===== src/tsp_pkg.sv =====
package tsp_pkg;

    localparam int MAX_SEGMENTS_DEFAULT = 64;
    localparam int QUEUE_DEPTH          = 2;

    localparam logic [7:0] LINK_HEADER_MAX = 8'd32;

    localparam logic [1:0] CFG_HW_CHECKSUM     = 2'd0;
    localparam logic [1:0] CFG_LINK_HEADER_LEN = 2'd1;
    localparam logic [1:0] CFG_MAX_L3_LEN      = 2'd2;

    localparam logic [1:0] STATUS_SEGMENT     = 2'd0;
    localparam logic [1:0] STATUS_UNSUPPORTED = 2'd1;
    localparam logic [1:0] STATUS_TOO_MANY    = 2'd2;

    localparam logic [1:0] OFFLOAD_SOFTWARE = 2'd0;
    localparam logic [1:0] OFFLOAD_TCP_IPV4 = 2'd1;
    localparam logic [1:0] OFFLOAD_TCP_IPV6 = 2'd2;

    localparam logic [3:0] IP_VERSION_6      = 4'd6;
    localparam logic [7:0] PROTO_TCP         = 8'd6;
    localparam logic [6:0] IPV6_HEADER_BYTES = 7'd40;
    localparam logic [6:0] MIN_HEADER_BYTES  = 7'd20;

    localparam logic [11:0] FLAGS_LAST_ONLY  = 12'h009;
    localparam logic [11:0] FLAGS_FIRST_ONLY = 12'h080;

    typedef struct packed {
        logic        hw_checksum;
        logic [7:0]  link_header_len;
        logic [15:0] max_l3_len;
    } cfg_t;

    typedef struct packed {
        logic [3:0]  ip_version;
        logic [7:0]  next_protocol;
        logic [3:0]  ipv4_header_words;
        logic        fragment_marked;
        logic [3:0]  tcp_header_words;
        logic [16:0] frame_len;
        logic [15:0] segment_size;
        logic [31:0] start_seq;
        logic [15:0] start_ip_id;
        logic [11:0] tcp_flags;
        logic        unmapped_payload;
    } item_t;

    typedef struct packed {
        logic [1:0]  status;
        logic [31:0] seg_seq;
        logic [16:0] payload_offset;
        logic [15:0] payload_len;
        logic [15:0] l3_length_field;
        logic [15:0] seg_ip_id;
        logic [11:0] seg_tcp_flags;
        logic [1:0]  offload_kind;
        logic        is_ipv6;
        logic [7:0]  header_len;
        logic        last;
    } result_t;

    typedef struct packed {
        logic [1:0]  status;
        logic        is_ipv6;
        logic [1:0]  offload_kind;
        logic [7:0]  header_len;
        logic [5:0]  tcp_len;
        logic [6:0]  l34_len;
        logic [15:0] seg_size;
        logic [16:0] pay_len;
        logic [31:0] start_seq;
        logic [15:0] start_ip_id;
        logic [11:0] tcp_flags;
    } plan_t;

    typedef enum logic [1:0] {
        F_IDLE,
        F_CLASSIFY,
        F_LIMIT
    } front_state_t;

endpackage


===== src/tsp_if.sv =====
interface tsp_item_if import tsp_pkg::*; ();
    logic  valid;
    logic  ready;
    item_t payload;

    modport source (output valid, output payload, input ready);
    modport sink (input valid, input payload, output ready);
endinterface

interface tsp_result_if import tsp_pkg::*; ();
    logic    valid;
    logic    ready;
    result_t payload;

    modport source (output valid, output payload, input ready);
    modport sink (input valid, input payload, output ready);
endinterface


===== src/tsp_front.sv =====
module tsp_front import tsp_pkg::*; #(
    parameter int MAX_SEGMENTS = MAX_SEGMENTS_DEFAULT
) (
    input  logic            clk,
    input  logic            rst_n,
    input  cfg_t            cfg,
    tsp_item_if.sink        in_ch,
    input  logic            q_full,
    output logic            q_push,
    output plan_t           q_data
);

    localparam int CntW  = $clog2(MAX_SEGMENTS + 1);
    localparam int ProdW = 16 + CntW;

    front_state_t state_reg, state_next;
    item_t        item_reg;
    plan_t        plan_reg, plan_next;

    logic              v6;
    logic [6:0]        ip_len;
    logic [5:0]        tcp_len;
    logic [6:0]        l34_len;
    logic [8:0]        hdr_len;
    logic [15:0]       room;
    logic              reject;
    logic [ProdW-1:0]  limit;
    logic              too_many;

    // classification of the captured item
    always_comb
    begin
        v6      = (item_reg.ip_version == IP_VERSION_6);
        ip_len  = v6 ? IPV6_HEADER_BYTES : {1'b0, item_reg.ipv4_header_words, 2'b00};
        tcp_len = {item_reg.tcp_header_words, 2'b00};
        l34_len = ip_len + {1'b0, tcp_len};
        hdr_len = {1'b0, cfg.link_header_len} + {2'b00, l34_len};
        room    = cfg.max_l3_len - {9'd0, l34_len};
        reject  = (cfg.link_header_len > LINK_HEADER_MAX)
               || (item_reg.segment_size == 16'd0)
               || (!cfg.hw_checksum && item_reg.unmapped_payload)
               || (item_reg.next_protocol != PROTO_TCP)
               || (!v6 && ((ip_len < MIN_HEADER_BYTES) || item_reg.fragment_marked))
               || ({1'b0, tcp_len} < MIN_HEADER_BYTES)
               || (item_reg.frame_len <= {8'd0, hdr_len})
               || ((cfg.max_l3_len != 16'd0) && (cfg.max_l3_len <= {9'd0, l34_len}));

        plan_next              = '0;
        plan_next.status       = reject ? STATUS_UNSUPPORTED : STATUS_SEGMENT;
        plan_next.is_ipv6      = v6;
        plan_next.offload_kind = !cfg.hw_checksum ? OFFLOAD_SOFTWARE
                               : (v6 ? OFFLOAD_TCP_IPV6 : OFFLOAD_TCP_IPV4);
        plan_next.header_len   = hdr_len[7:0];
        plan_next.tcp_len      = tcp_len;
        plan_next.l34_len      = l34_len;
        plan_next.seg_size     = ((cfg.max_l3_len != 16'd0) && (room < item_reg.segment_size))
                               ? room : item_reg.segment_size;
        plan_next.pay_len      = item_reg.frame_len - {8'd0, hdr_len};
        plan_next.start_seq    = item_reg.start_seq;
        plan_next.start_ip_id  = item_reg.start_ip_id;
        plan_next.tcp_flags    = item_reg.tcp_flags;
    end

    // segment count bound without a divider
    always_comb
    begin
        limit    = ProdW'(MAX_SEGMENTS) * ProdW'(plan_reg.seg_size);
        too_many = (plan_reg.status == STATUS_SEGMENT) && (ProdW'(plan_reg.pay_len) > limit);
        q_data   = plan_reg;
        if (too_many)
        begin
            q_data.status = STATUS_TOO_MANY;
        end
    end

    always_comb
    begin
        state_next  = state_reg;
        in_ch.ready = 1'b0;
        q_push      = 1'b0;
        case (state_reg)
            F_IDLE:
            begin
                in_ch.ready = 1'b1;
                if (in_ch.valid)
                begin
                    state_next = F_CLASSIFY;
                end
            end
            F_CLASSIFY:
            begin
                state_next = F_LIMIT;
            end
            F_LIMIT:
            begin
                if (!q_full)
                begin
                    q_push     = 1'b1;
                    state_next = F_IDLE;
                end
            end
            default:
            begin
                state_next = F_IDLE;
            end
        endcase
    end

    always_ff @(posedge clk or negedge rst_n)
    begin
        if (!rst_n)
        begin
            state_reg <= F_IDLE;
        end
        else
        begin
            state_reg <= state_next;
        end
    end

    always_ff @(posedge clk)
    begin
        if (in_ch.valid && in_ch.ready)
        begin
            item_reg <= in_ch.payload;
        end
        if (state_reg == F_CLASSIFY)
        begin
            plan_reg <= plan_next;
        end
    end

    a_ready_only_idle: assert property (@(posedge clk) disable iff (!rst_n)
        in_ch.ready |-> (state_reg == F_IDLE))
        else $error("front ready outside idle");

    a_accept_to_push: assert property (@(posedge clk) disable iff (!rst_n)
        (in_ch.valid && in_ch.ready) |=> ##1 (state_reg == F_LIMIT))
        else $error("front did not reach limit check");

    a_limit_status: assert property (@(posedge clk) disable iff (!rst_n)
        (q_push && (q_data.status == STATUS_SEGMENT)) |-> (q_data.seg_size != 16'd0))
        else $error("accepted frame with zero segment size");

endmodule


===== src/tsp_queue.sv =====
module tsp_queue import tsp_pkg::*; (
    input  logic  clk,
    input  logic  rst_n,
    input  logic  push,
    input  plan_t push_data,
    input  logic  pop,
    output plan_t pop_data,
    output logic  full,
    output logic  empty
);

    localparam int PtrW = (QUEUE_DEPTH > 1) ? $clog2(QUEUE_DEPTH) : 1;
    localparam int CntW = $clog2(QUEUE_DEPTH + 1);

    plan_t            entry_reg [QUEUE_DEPTH];
    logic [PtrW-1:0]  wr_ptr_reg, wr_ptr_next;
    logic [PtrW-1:0]  rd_ptr_reg, rd_ptr_next;
    logic [CntW-1:0]  count_reg, count_next;

    always_comb
    begin
        full        = (count_reg == CntW'(QUEUE_DEPTH));
        empty       = (count_reg == '0);
        pop_data    = entry_reg[rd_ptr_reg];
        wr_ptr_next = wr_ptr_reg;
        rd_ptr_next = rd_ptr_reg;
        count_next  = count_reg;
        if (push)
        begin
            wr_ptr_next = (wr_ptr_reg == PtrW'(QUEUE_DEPTH - 1)) ? '0 : wr_ptr_reg + PtrW'(1);
        end
        if (pop)
        begin
            rd_ptr_next = (rd_ptr_reg == PtrW'(QUEUE_DEPTH - 1)) ? '0 : rd_ptr_reg + PtrW'(1);
        end
        if (push && !pop)
        begin
            count_next = count_reg + CntW'(1);
        end
        else if (pop && !push)
        begin
            count_next = count_reg - CntW'(1);
        end
    end

    always_ff @(posedge clk or negedge rst_n)
    begin
        if (!rst_n)
        begin
            wr_ptr_reg <= '0;
            rd_ptr_reg <= '0;
            count_reg  <= '0;
        end
        else
        begin
            wr_ptr_reg <= wr_ptr_next;
            rd_ptr_reg <= rd_ptr_next;
            count_reg  <= count_next;
        end
    end

    always_ff @(posedge clk)
    begin
        if (push)
        begin
            entry_reg[wr_ptr_reg] <= push_data;
        end
    end

    a_no_overflow: assert property (@(posedge clk) disable iff (!rst_n)
        !(push && full))
        else $error("push into full queue");

    a_no_underflow: assert property (@(posedge clk) disable iff (!rst_n)
        !(pop && empty))
        else $error("pop from empty queue");

endmodule


===== src/tsp_back.sv =====
module tsp_back import tsp_pkg::*; (
    input  logic          clk,
    input  logic          rst_n,
    input  logic          q_empty,
    input  plan_t         q_data,
    output logic          q_pop,
    tsp_result_if.source  out_ch
);

    plan_t       plan_reg;
    logic        busy_reg, busy_next;
    logic [16:0] off_reg;
    logic [15:0] id_reg;
    logic        first_reg;
    result_t     out_reg, out_next;
    logic        out_valid_reg, out_valid_next;

    logic [16:0] rem;
    logic        seg_last;
    logic        done;
    logic [15:0] plen;
    logic        load;
    logic [11:0] flags;

    always_comb
    begin
        rem      = plan_reg.pay_len - off_reg;
        seg_last = (rem <= {1'b0, plan_reg.seg_size});
        plen     = seg_last ? rem[15:0] : plan_reg.seg_size;
        done     = (plan_reg.status != STATUS_SEGMENT) || seg_last;
        load     = busy_reg && (!out_valid_reg || out_ch.ready);
        q_pop    = !busy_reg && !q_empty;

        flags = plan_reg.tcp_flags;
        if (!seg_last)
        begin
            flags = flags & ~FLAGS_LAST_ONLY;
        end
        if (!first_reg)
        begin
            flags = flags & ~FLAGS_FIRST_ONLY;
        end

        out_next = '0;
        if (plan_reg.status != STATUS_SEGMENT)
        begin
            out_next.status = plan_reg.status;
            out_next.last   = 1'b1;
        end
        else
        begin
            out_next.status          = STATUS_SEGMENT;
            out_next.seg_seq         = plan_reg.start_seq + {15'd0, off_reg};
            out_next.payload_offset  = {9'd0, plan_reg.header_len} + off_reg;
            out_next.payload_len     = plen;
            out_next.l3_length_field = (plan_reg.is_ipv6 ? {10'd0, plan_reg.tcp_len}
                                                         : {9'd0, plan_reg.l34_len}) + plen;
            out_next.seg_ip_id       = plan_reg.is_ipv6 ? 16'd0 : id_reg;
            out_next.seg_tcp_flags   = flags;
            out_next.offload_kind    = plan_reg.offload_kind;
            out_next.is_ipv6         = plan_reg.is_ipv6;
            out_next.header_len      = plan_reg.header_len;
            out_next.last            = seg_last;
        end

        busy_next = busy_reg;
        if (q_pop)
        begin
            busy_next = 1'b1;
        end
        else if (load && done)
        begin
            busy_next = 1'b0;
        end

        out_valid_next = out_valid_reg;
        if (load)
        begin
            out_valid_next = 1'b1;
        end
        else if (out_ch.ready)
        begin
            out_valid_next = 1'b0;
        end

        out_ch.valid   = out_valid_reg;
        out_ch.payload = out_reg;
    end

    always_ff @(posedge clk or negedge rst_n)
    begin
        if (!rst_n)
        begin
            busy_reg      <= 1'b0;
            out_valid_reg <= 1'b0;
        end
        else
        begin
            busy_reg      <= busy_next;
            out_valid_reg <= out_valid_next;
        end
    end

    always_ff @(posedge clk)
    begin
        if (q_pop)
        begin
            plan_reg  <= q_data;
            off_reg   <= '0;
            id_reg    <= q_data.start_ip_id;
            first_reg <= 1'b1;
        end
        else if (load)
        begin
            off_reg   <= off_reg + {1'b0, plen};
            id_reg    <= id_reg + 16'd1;
            first_reg <= 1'b0;
        end
        if (load)
        begin
            out_reg <= out_next;
        end
    end

    a_pop_starts_run: assert property (@(posedge clk) disable iff (!rst_n)
        q_pop |=> (busy_reg && (off_reg == 17'd0) && first_reg))
        else $error("run did not start at offset zero");

    a_no_overrun: assert property (@(posedge clk) disable iff (!rst_n)
        (busy_reg && (plan_reg.status == STATUS_SEGMENT)) |-> (off_reg < plan_reg.pay_len))
        else $error("segment offset ran past payload");

    a_reject_single: assert property (@(posedge clk) disable iff (!rst_n)
        (out_valid_reg && (out_reg.status != STATUS_SEGMENT))
            |-> (out_reg.last && (out_reg.payload_len == 16'd0)))
        else $error("rejected frame result malformed");

endmodule


===== src/tcp_segmentation_planner.sv =====
// channel   dir  handshake        payload
// in_ch     in   valid / ready    item_t: parsed headers of one large frame
// out_ch    out  valid / ready    result_t: one segment descriptor or reject
// cfg       in   cfg_we           cfg_index selects register, cfg_wdata value
//
// front takes one item at a time: capture, classify, segment count bound
// back gives one descriptor per cycle while out_ch is ready, after loading each frame's plan
// a frame gives up to MAX_SEGMENTS segment descriptors in the back
// a two-entry plan queue lets the front classify the next frame during a run
// output register holds a result under stall; rst_n clears control state only
module tcp_segmentation_planner import tsp_pkg::*; #(
    parameter int MAX_SEGMENTS = MAX_SEGMENTS_DEFAULT
) (
    input  logic          clk,
    input  logic          rst_n,
    tsp_item_if.sink      in_ch,
    tsp_result_if.source  out_ch,
    input  logic          cfg_we,
    input  logic [1:0]    cfg_index,
    input  logic [15:0]   cfg_wdata
);

    cfg_t  cfg_reg;
    logic  q_push;
    logic  q_pop;
    logic  q_full;
    logic  q_empty;
    plan_t q_push_data;
    plan_t q_pop_data;

    always_ff @(posedge clk or negedge rst_n)
    begin
        if (!rst_n)
        begin
            cfg_reg <= '0;
        end
        else if (cfg_we)
        begin
            case (cfg_index)
                CFG_HW_CHECKSUM:     cfg_reg.hw_checksum     <= cfg_wdata[0];
                CFG_LINK_HEADER_LEN: cfg_reg.link_header_len <= cfg_wdata[7:0];
                CFG_MAX_L3_LEN:      cfg_reg.max_l3_len      <= cfg_wdata;
                default:             cfg_reg                 <= cfg_reg;
            endcase
        end
    end

    tsp_front #(
        .MAX_SEGMENTS(MAX_SEGMENTS)
    ) u_front (
        .clk    (clk),
        .rst_n  (rst_n),
        .cfg    (cfg_reg),
        .in_ch  (in_ch),
        .q_full (q_full),
        .q_push (q_push),
        .q_data (q_push_data)
    );

    tsp_queue u_queue (
        .clk       (clk),
        .rst_n     (rst_n),
        .push      (q_push),
        .push_data (q_push_data),
        .pop       (q_pop),
        .pop_data  (q_pop_data),
        .full      (q_full),
        .empty     (q_empty)
    );

    tsp_back u_back (
        .clk     (clk),
        .rst_n   (rst_n),
        .q_empty (q_empty),
        .q_data  (q_pop_data),
        .q_pop   (q_pop),
        .out_ch  (out_ch)
    );

endmodule

===== src/flat_wrapper.sv =====
// flat-port wrapper written by rule: the top's interface ports become plain ports
module tcp_segmentation_planner_flat import tsp_pkg::*;
#(
    parameter int MAX_SEGMENTS = MAX_SEGMENTS_DEFAULT
)
  (clk, rst_n, cfg_we, cfg_index, cfg_wdata, in_ch_valid, in_ch_payload, in_ch_ready, out_ch_valid, out_ch_payload, out_ch_ready);
  tsp_item_if in_ch_i ();
  tsp_result_if out_ch_i ();
  input  logic clk;
  input  logic rst_n;
  input  logic cfg_we;
  input  logic [1:0] cfg_index;
  input  logic [15:0] cfg_wdata;
  input wire logic [$bits(in_ch_i.valid)-1:0] in_ch_valid;
  input wire logic [$bits(in_ch_i.payload)-1:0] in_ch_payload;
  output wire logic [$bits(in_ch_i.ready)-1:0] in_ch_ready;
  output wire logic [$bits(out_ch_i.valid)-1:0] out_ch_valid;
  output wire logic [$bits(out_ch_i.payload)-1:0] out_ch_payload;
  input wire logic [$bits(out_ch_i.ready)-1:0] out_ch_ready;
  assign in_ch_i.valid = in_ch_valid;
  assign in_ch_i.payload = in_ch_payload;
  assign in_ch_ready = in_ch_i.ready;
  assign out_ch_valid = out_ch_i.valid;
  assign out_ch_payload = out_ch_i.payload;
  assign out_ch_i.ready = out_ch_ready;
  tcp_segmentation_planner #(.MAX_SEGMENTS(MAX_SEGMENTS)) u_core (.clk(clk), .rst_n(rst_n), .in_ch(in_ch_i), .out_ch(out_ch_i), .cfg_we(cfg_we), .cfg_index(cfg_index), .cfg_wdata(cfg_wdata));
endmodule

===== config.mk =====
export PLATFORM = sky130hd
export DESIGN_NAME = tcp_segmentation_planner_flat
export DESIGN_NICKNAME = d
export VERILOG_FILES = /design/src/tsp_pkg.sv /design/src/tsp_if.sv /design/src/tsp_front.sv /design/src/tsp_queue.sv /design/src/tsp_back.sv /design/src/tcp_segmentation_planner.sv /design/src/flat_wrapper.sv
export SDC_FILE = /design/constraint.sdc
export NUM_CORES = 1
export LEC_CHECK = 0
export ABC_AREA = 1
export ABC_CLOCK_PERIOD_IN_PS = 11600
export BUFFER_PORTS_ARGS = -buffer_cell sky130_fd_sc_hd__buf_2
export CORE_UTILIZATION = 55
export DETAILED_ROUTE_END_ITERATION = 6
export PLACE_DENSITY = 0.72
export SYNTH_ARGS = -nofsm -noshare
export SYNTH_HDL_FRONTEND = slang
export SYNTH_SLANG_ARGS = --single-unit

===== constraint.sdc =====
create_clock -name clk -period 11.6 [get_ports clk]
set_clock_uncertainty 0.2 [all_clocks]
set_input_delay 2.32 -clock clk [delete_from_list [all_inputs] [get_ports clk]]
set_output_delay 2.32 -clock clk [all_outputs]
set_load 0.02 [all_outputs]

==> results of run 1 <==
metal layers:
layer,up-vias,routed length (microns)
met5,-,0
met4,0,2697
met3,135,4180
met2,670,33800
met1,9344,28800
li1,9509,-
stage by stage:
step | utilization [%] | setup WS [ns] | hold slack [ns] | instances
after detailed placement | 59.71 | 4.876 | 0.2045 | 3552
after global routing | 64.33 | 4.208 | 0.2138 | 3690
final | 64.33 | 4.794 | 0.2144 | 3690
after CTS | 64.33 | 4.839 | 0.2129 | 3689
after global placement | 59.71 | 5.014 | 0.2013 | 3552
after floorplan | - | 0.09176 | 0.2003 | 2575
layout by cell type, fill, tap and decap left out, types with 57 or more instances in the layout:
cell type	n
inv_1	275
nand2_1	599
clkbuf_16	79
o21ai_0	139
edfxtp_1	695
ha_1	129
xor2_1	57
a21oi_1	141
buf_2	262
nor2_1	171
logic make-up after synthesis:
group | Yosys count | synth area share (%)
compound gates | 353 | 6.137
xor+xnor | 73 | 2.023
fa+ha+maj | 138 | 5.678
buf+inv | 339 | 4.106
flops | 746 | 69.80
mux | 3 | 0.1069
simple gates | 923 | 12.15
critical path: cells and delay by family, from the launching register on:
family,cells,cell delay [ns]
AND/OR/NAND/NOR,16,2.28
buffers and inverters,4,0.32
adder cells (fa/ha/maj),5,1.54
XOR/XNOR,1,0.17
AO/OA/AOI/OAI,8,1.75
flip-flops,1,0.42
worst paths after layout:
| kind | from | endpoint | slack (ns) | depth (start not counted) |
|---|---|---|---|---|
| worst max-delay path | u_core.u_back.off_reg[0] | u_core.u_back.off_reg[16] | 4.79 | 34 |
| worst min-delay path | u_core.u_front.item_reg[19] | u_core.u_front.q_data[18] | 0.21 | 0 |
| worst max register to register | u_core.u_back.off_reg[0] | u_core.u_back.off_reg[16] | 4.79 | 34 |
| worst min register to register | u_core.u_front.item_reg[19] | u_core.u_front.q_data[18] | 0.21 | 0 |
| max in group asynchronous | rst_n | u_core.u_queue.rd_ptr_reg | 9.02 | 1 |
| min in group asynchronous | rst_n | u_core.u_queue.count_reg[1] | 1.59 | 1 |
cell type report:
type	instances	area, sq um
sequential	746	22060
fill	4216	20190
multi-input combinational	1490	8293
clock buffer	88	2041
timing repair buffer	279	1439
inverter	281	1061
tap	756	945.9
clock inverter	49	573.1
antenna	1	2.502
==> metrics.md, run 1 <==
| Metric | Value |
|---|---|
| Status | completed |
| Vias in the first global route | 19,394 |
| Worst path slowest cell | o21ai_0 |
| Max H-tree Level | 3 |
| Top-count cell post-synth | edfxtp_1 |
| Largest net degree at the start of global routing | 76 |
| Setup crit end kind | register |
| DR DRC count | 0 |
| Max reg flops | 230 |
| Worst hold path class | register to register |
| Gp weighted congestion | 0.8953 |
| Critical path type | register to register |
| Post-CTS setup buffers | 0 |
| Synth area leader | edfxtp_1 |
| Clk slew on worst S/H paths | 0.06 ns |
| CTS resizes | 0 |
| Mapped Cells | 2,575 |
| Vias per cell | 5.327 |
| Area after DPL | 33,800 sq um |
| Fin crit share | 58.68% |
| Fmax | 146.9 MHz |
| Final #Nets | 3,151 |
| Grt peak-use layer | met2 |
| Via count | 19,658 |
| Clock sinks | 746 |
| Layout area overhead | 15.24% |
| Synthesized area | 31,600 sq um |
| Share of the synthesized area in the top cell type | 66.04% |
| Crit-path max FO | 21 |
| Worst-Skew Late Latency | 0.62 ns |
| Setup tns final | 0 ns |
| RSZ-0062 raised after global routing | no |
| Critical path data required time | 11.91 ns |
| Endpoints failing hold | 0 |
| Synth async-reset ratio | 4.424% |
| First-pass DRT Iterations | 5 |
| Clk root buf | clkbuf_16 |
| Worst Max-Slew Pin Slew | 1.181 ns |
| Mapped Avg Cell Area | 12.27 sq um |
| DIE AREA | 58,420 sq um |
| Min cycle time layout | 6.806 ns |
| Worst path max stage delay | 0.47 ns |
| Drt total wl | 69,480 microns |
| PortBufs | 262 |
| Clock Path Buffers | 3 |
| Die Ht | 241.7 microns |
| Total gr overflow | 0 |
| Die Wd | 241.7 microns |
| Total CTS buffers | 77 |
| Syn Nets | 2,851 |
| Share of layout cells above drive strength 1 | 15.27% |
| Ys Warns | 0 |
| Core area | 56,600 sq um |
| Initial detailed-routing violation count | 1,488 |
| IO Pins | 263 |
| HPWL Detailed | 48,950 microns |
| Crit path top cell by count | nand2_1 |
| # setup viols final | 0 |
| Antenna viol nets, final | 0 |
| Hold buffers post-CTS | 0 |
| Worst Setup Start Kind | register |
| Met1 GRT Util | 30.78% |
| Cell area after layout | 36,410 sq um |
| CTS tree | done |
| Primary FF master, synth | edfxtp_1 |
| GR met3 Demand/Resource | 4.151% |
| Max-slew violation count | 0 |
| FF+latch count, synth | 746 |
| Initial Util | 55.83% |
| Count of cell types in the netlist | 53 |
| Seq/Total Area, Yosys | 69.80% |
| Routed WL per cell | 18.83 microns |
| EDFF count, synth | 695 |
| CP arrival | 7.12 ns |
| Row count | 87 |
| Top post-synthesis cells by count | edfxtp_1, nand2_1, inv_1 |
| Met2 Track Usage GR | 39.98% |
| Max cap viols | 0 |
| Gr usage total | 23.89% |
| First-pass GRT wire length | 106,300 microns |
| Rel. slew slack | 21.08% |
| Area contributors post-synth | edfxtp_1, nand2_1, ha_1 |
| Initial antenna violation count | 1 |
Power of run 1 is not shown: default switching activity piles up to over one toggle a cycle in this logic, so the estimate is an artifact.
==> inputs of run 2 (changes only) <==
ABC_CLOCK_PERIOD_IN_PS = 5700   (was 11600)
CORE_UTILIZATION = 54   (was 55)
PLACE_DENSITY = 0.74   (was 0.72)
clock period = 5.7 ns   (was 11.6 ns; I/O delays follow)
==> metrics.md, run 2 (synthesis results as in run 1) <==
| Metric | Value |
|---|---|
| Commonest non-fill, non-tap cells in the layout | edfxtp_1, nand2_1, inv_1, buf_2, nor2_1 |
| Core area | 57,810 sq um (+2.1%) |
| Dpl ws | -0.1095 ns (-4.986 ns) |
| Reg area | 22,060 sq um (about the same) |
| HPWL Detailed | 49,040 microns (+0.19%) |
| Critical path type | register to register |
| R2r setup slk | 0.21 ns (-4.59 ns) |
| Fmax | 182.1 MHz (+24%) |
| DR DRC count | 0 (unchanged) |
| Commonest non-fill, non-tap cell in the layout | edfxtp_1 |
| Worst Max-Slew Pin Slew | 1.161 ns (-0.02022 ns) |
| Worst-Skew Late Latency | 0.62 ns (about the same) |
| First-pass DRT Iterations | 6 (+1) |
| Max H-tree Level | 3 (unchanged) |
| Worst hold path class | register to register |
| First-pass GRT wire length | 108,100 microns (+1.7%) |
| Max cap viols | 0 (unchanged) |
| Fillers | 4,307 (+2.2%) |
| Final #Nets | 3,191 (+1.3%) |
| Initial detailed-routing violation count | 1,362 (-8.5%) |
| PortBufs | 262 (unchanged) |
| Fin crit share | 96.35% (+38 points) |
| Largest net degree at the start of global routing | 116 (+53%) |
| Drt total wl | 70,130 microns (+0.94%) |
| Die Ht | 243.9 microns (+0.91%) |
| Crit-path max FO | 4 (-81%) |
| Final worst slack | 0.2078 ns (-4.586 ns) |
| Worst Setup Start Kind | register |
| Rel. slew slack | 22.62% (+1.5 points) |
| Vias per cell | 5.297 (-0.57%) |
| Max-slew violation count | 0 (unchanged) |
| Area of the multi-input gates | 8511 sq um (+2.6%) |
| Min cycle time layout | 5.492 ns (-1.314 ns) |
| Die Wd | 243.9 microns (+0.91%) |
| Critical path data required time | 5.97 ns (-5.94 ns) |
| Initial Util | 54.67% (-1.2 points) |
| DIE AREA | 59,490 sq um (+1.8%) |
| Max reg flops | 230 (unchanged) |
| Worst path slowest cell | edfxtp_1 |
| Via count | 19,816 (+0.80%) |
| Total gr overflow | 0 (unchanged) |
| Gr usage total | 23.86% (-0.033 points) |
| Clk slew on worst S/H paths | 0.06 ns (about the same) |
| Initial antenna violation count | 1 (unchanged) |
| Vias in the first global route | 19,811 (+2.2%) |
| # setup viols final | 0 (unchanged) |
| Status | completed |
| RSZ-0062 raised after global routing | yes |
| Worst path max stage delay | 0.37 ns (-0.10 ns) |
| # diodes | 0 (-1) |
| Setup crit end kind | register |
| CTS tree | done |
| Total CTS buffers | 76 (-1.3%) |
| Layout area overhead | 16.76% |
| Row count | 88 (+1.1%) |
| Routed WL per cell | 18.75 microns (-0.43%) |
| Share of layout cells above drive strength 1 | 17.64% (+2.4 points) |
| Gp weighted congestion | 0.9227 (+3.1%) |
| CP arrival | 5.76 ns (-1.36 ns) |
| Endpoints failing hold | 0 (unchanged) |
| Clk root buf | clkbuf_16 |
| Clock sinks | 746 (unchanged) |
| Clock Path Buffers | 3 (unchanged) |
| Antenna viol nets, final | 0 (unchanged) |
| IO Pins | 263 (unchanged) |
run 2: layer usage:
metal / GRT usage (%) / routed length [microns] / part of all wire, %
met2: 41.02 / 34680 / 49
met1: 30.47 / 28940 / 41
met4: 9.191 / 2730 / 3.9
met5: 0 / 0 / 0
met3: 3.679 / 3785 / 5.4
run 2: critical path, delay by kind of cell, from the launching register on:
kind / cells / cell delay, ns
adders and majority gates: 5 / 1.43
xor gates and xnor gates: 2 / 0.33
and+or+nand+nor: 12 / 1.55
AOI/OAI and AO/OA: 9 / 1.07
DFF: 1 / 0.37
buffers and inverters: 6 / 0.40
run 2: path summary, 6_finish.rpt:
check / depth (start not counted) / to / start
worst min-delay path: 0 / u_core.u_front.q_data[16] / u_core.u_front.item_reg[17]
min in group asynchronous: 1 / u_core.u_front.state_reg[0] / rst_n
max in group asynchronous: 1 / u_core.u_queue.rd_ptr_reg / rst_n
worst max register to register: 34 / u_core.u_back.off_reg[14] / u_core.u_back.plan_reg[60]
worst min register to register: 0 / u_core.u_front.q_data[16] / u_core.u_front.item_reg[17]
worst max-delay path: 34 / u_core.u_back.off_reg[14] / u_core.u_back.plan_reg[60]
run 2: layout make-up:
cell class | instances | share of cell area [%]
Multi-Input combinational cell | 1490 | 23.07
Clock inverter | 38 | 1.167
Sequential cell | 746 | 59.80
Inverter | 281 | 2.876
Clock buffer | 101 | 5.633
Timing Repair Buffer | 320 | 4.866
Tap cell | 765 | 2.594
run 2: timing repair:
item / CTS / global route
hold buffers: 0 / 0
setup endpoints to repair: 9 / 31
gates cloned: 0 / 0
pin swaps: 0 / 25
buffers inserted: 0 / 11
resized for setup: 5 / 55
run 2: per-stage QoR:
stage	utilization (%)	hold slack (ns)	TNS, ns	cells	area, sq um
after CTS	63.31	0.2159	0	3730	36600
final	63.83	0.2152	0	3741	36900
after global placement	58.95	0.2021	-0.08065	3591	34080
after detailed placement	58.95	0.2045	-0.5431	3591	34080
after floorplan	-	0.2003	-63.91	2575	31610
after global routing	63.83	0.2172	-0.3481	3741	36900
Power of run 2 is left out for the same reason.
==> inputs of run 3 (changes only) <==
MAX_ROUTING_LAYER = met4   (was not set)
==> metrics.md, run 3 (synthesis results as in run 1) <==
| Metric | Value |
|---|---|
| Clk root buf | clkbuf_16 |
| CTS tree | done |
| RR Endpoint | u_core.u_back.off_reg[16] |
| Clock Path Buffers | 3 (unchanged) |
| Worst-Skew Late Latency | 0.63 ns (about the same) |
| Fin crit share | 94.35% (-2.0 points) |
| Final #Nets | 3,207 (+0.50%) |
| Endpoints failing hold | 0 (unchanged) |
| Commonest non-fill, non-tap cell in the layout | edfxtp_1 |
| Setup crit end kind | register |
| HPWL Detailed | 49,010 microns (about the same) |
| Crit Reg-Reg Startpoint | u_core.u_back.plan_reg[66] |
| Vias per cell | 5.280 (-0.32%) |
| Drt total wl | 69,920 microns (-0.31%) |
| Gp weighted congestion | 0.9311 (+0.91%) |
| Worst Max-Slew Pin Slew | 1.137 ns (-0.02333 ns) |
| Max H-tree Level | 3 (unchanged) |
| Crit. Startpoint | u_core.u_back.plan_reg[66] |
| Layout area overhead | 17.45% |
| Antenna viol nets, final | 0 (unchanged) |
| Total CTS buffers | 77 (+1.3%) |
| Final worst slack | 0.3223 ns (+0.1145 ns) |
| Row count | 88 (unchanged) |
| Worst path max stage delay | 0.39 ns (+0.02 ns) |
| # diodes | 0 (unchanged) |
| Worst hold path class | register to register |
| Worst Setup Start Kind | register |
| Max cap viols | 0 (unchanged) |
| Status | completed |
| Initial antenna violation count | 0 (-1) |
| Core area | 57,810 sq um (unchanged) |
| Min cycle time layout | 5.378 ns (-0.1145 ns) |
| Largest net degree at the start of global routing | 116 (unchanged) |
| Critical path data required time | 6.01 ns (+0.04 ns) |
| Max reg flops | 230 (unchanged) |
| Initial Util | 54.67% (unchanged) |
| Die Ht | 243.9 microns (unchanged) |
| Area after DPL | 34,230 sq um (+0.46%) |
| Cell area after layout | 37,120 sq um (+0.59%) |
| DR DRC count | 0 (unchanged) |
| Commonest non-fill, non-tap cells in the layout | edfxtp_1, nand2_1, inv_1, buf_2, nor2_1 |
| CP Capture Point | u_core.u_back.off_reg[16] |
| Routed WL per cell | 18.60 microns (-0.78%) |
| Gr usage total | 24.55% (+0.70 points) |
| First-pass GRT wire length | 107,700 microns (-0.36%) |
| Die Wd | 243.9 microns (unchanged) |
| Reg2reg path depth | 33 (-2.9%) |
| Initial detailed-routing violation count | 1,320 (-3.1%) |
| First-pass DRT Iterations | 7 (+1) |
| # setup viols final | 0 (unchanged) |
| DIE AREA | 59,490 sq um (unchanged) |
| Crit path top cell by count | nand2_1 |
| Via count | 19,847 (+0.16%) |
| Crit-path max FO | 4 (unchanged) |
| PortBufs | 262 (unchanged) |
| Max-slew violation count | 0 (unchanged) |
| Rel. slew slack | 24.00% (+1.4 points) |
| Vias in the first global route | 19,471 (-1.7%) |
| Share of layout cells above drive strength 1 | 18.40% (+0.76 points) |
| Clk slew on worst S/H paths | 0.06 ns (about the same) |
| Total gr overflow | 0 (unchanged) |
| Dpl ws | -0.1069 ns (+0.002597 ns) |
| IO Pins | 263 (unchanged) |
| Fmax | 186.0 MHz (+2.1%) |
| Clock sinks | 746 (unchanged) |
| CP arrival | 5.69 ns (-0.07 ns) |
| Worst path slowest cell | edfxtp_1 |
| R2r setup slk | 0.32 ns (+0.11 ns) |
| Critical path type | register to register |
[run 3: how the worst min path moves through the flow]
stage	to	slack [ns]	from	depth (start not counted)
after floorplan	u_core.u_front.q_data[0]	0.20	u_core.u_front.item_reg[1]	0
after CTS	u_core.u_front.q_data[17]	0.22	u_core.u_front.item_reg[18]	0
after detailed placement	u_core.u_front.q_data[19]	0.20	u_core.u_front.item_reg[20]	0
after global placement	u_core.u_front.q_data[14]	0.20	u_core.u_front.item_reg[15]	0
final	u_core.u_front.q_data[20]	0.21	u_core.u_front.item_reg[21]	0
after global routing	u_core.u_front.q_data[10]	0.23	u_core.u_front.item_reg[11]	0
[run 3: repair_timing]
action,4_1_cts,5_1_grt
pin swaps,8,11
setup endpoints to repair,5,33
hold buffers,0,0
gates resized for setup,13,51
setup buffers,2,5
[run 3: layer usage]
layer | vias to the layer above | GRT usage (%) | share of wire [%]
li1 | 9634 | - | -
met4 | 0 | 8.842 | 3.0
met2 | 657 | 40.95 | 50
met1 | 9432 | 30.94 | 42
met5 | - | - | 0
met3 | 124 | 3.117 | 5.4
[run 3: per-stage QoR]
step	hold WS, ns	setup TNS [ns]	cells	utilization [%]
after floorplan	0.2003	-63.91	2575	-
after global placement	0.2021	-0.1326	3610	59.22
after global routing	0.2259	-0.01018	3759	64.21
after detailed placement	0.2045	-0.1643	3610	59.22
final	0.2140	0	3759	64.21
after CTS	0.2169	0	3754	63.77
[run 3: critical path: cells and delay by family (launching register included)]
family | cells | cell delay (ns)
AND/OR/NAND/NOR | 17 | 1.96
flip-flops | 1 | 0.39
adder cells (fa/ha/maj) | 4 | 1.23
AO/OA/AOI/OAI | 9 | 1.21
buffers and inverters | 3 | 0.23
[run 3: layout make-up]
class	instances	area, sq um
tap	765	957.2
clock buffer	89	1993
multi-input combinational	1490	8541
fill	4243	20690
timing repair buffer	335	1917
inverter	281	1061
clock inverter	53	584.3
sequential	746	22060
Power of run 3 is left out for the same reason.
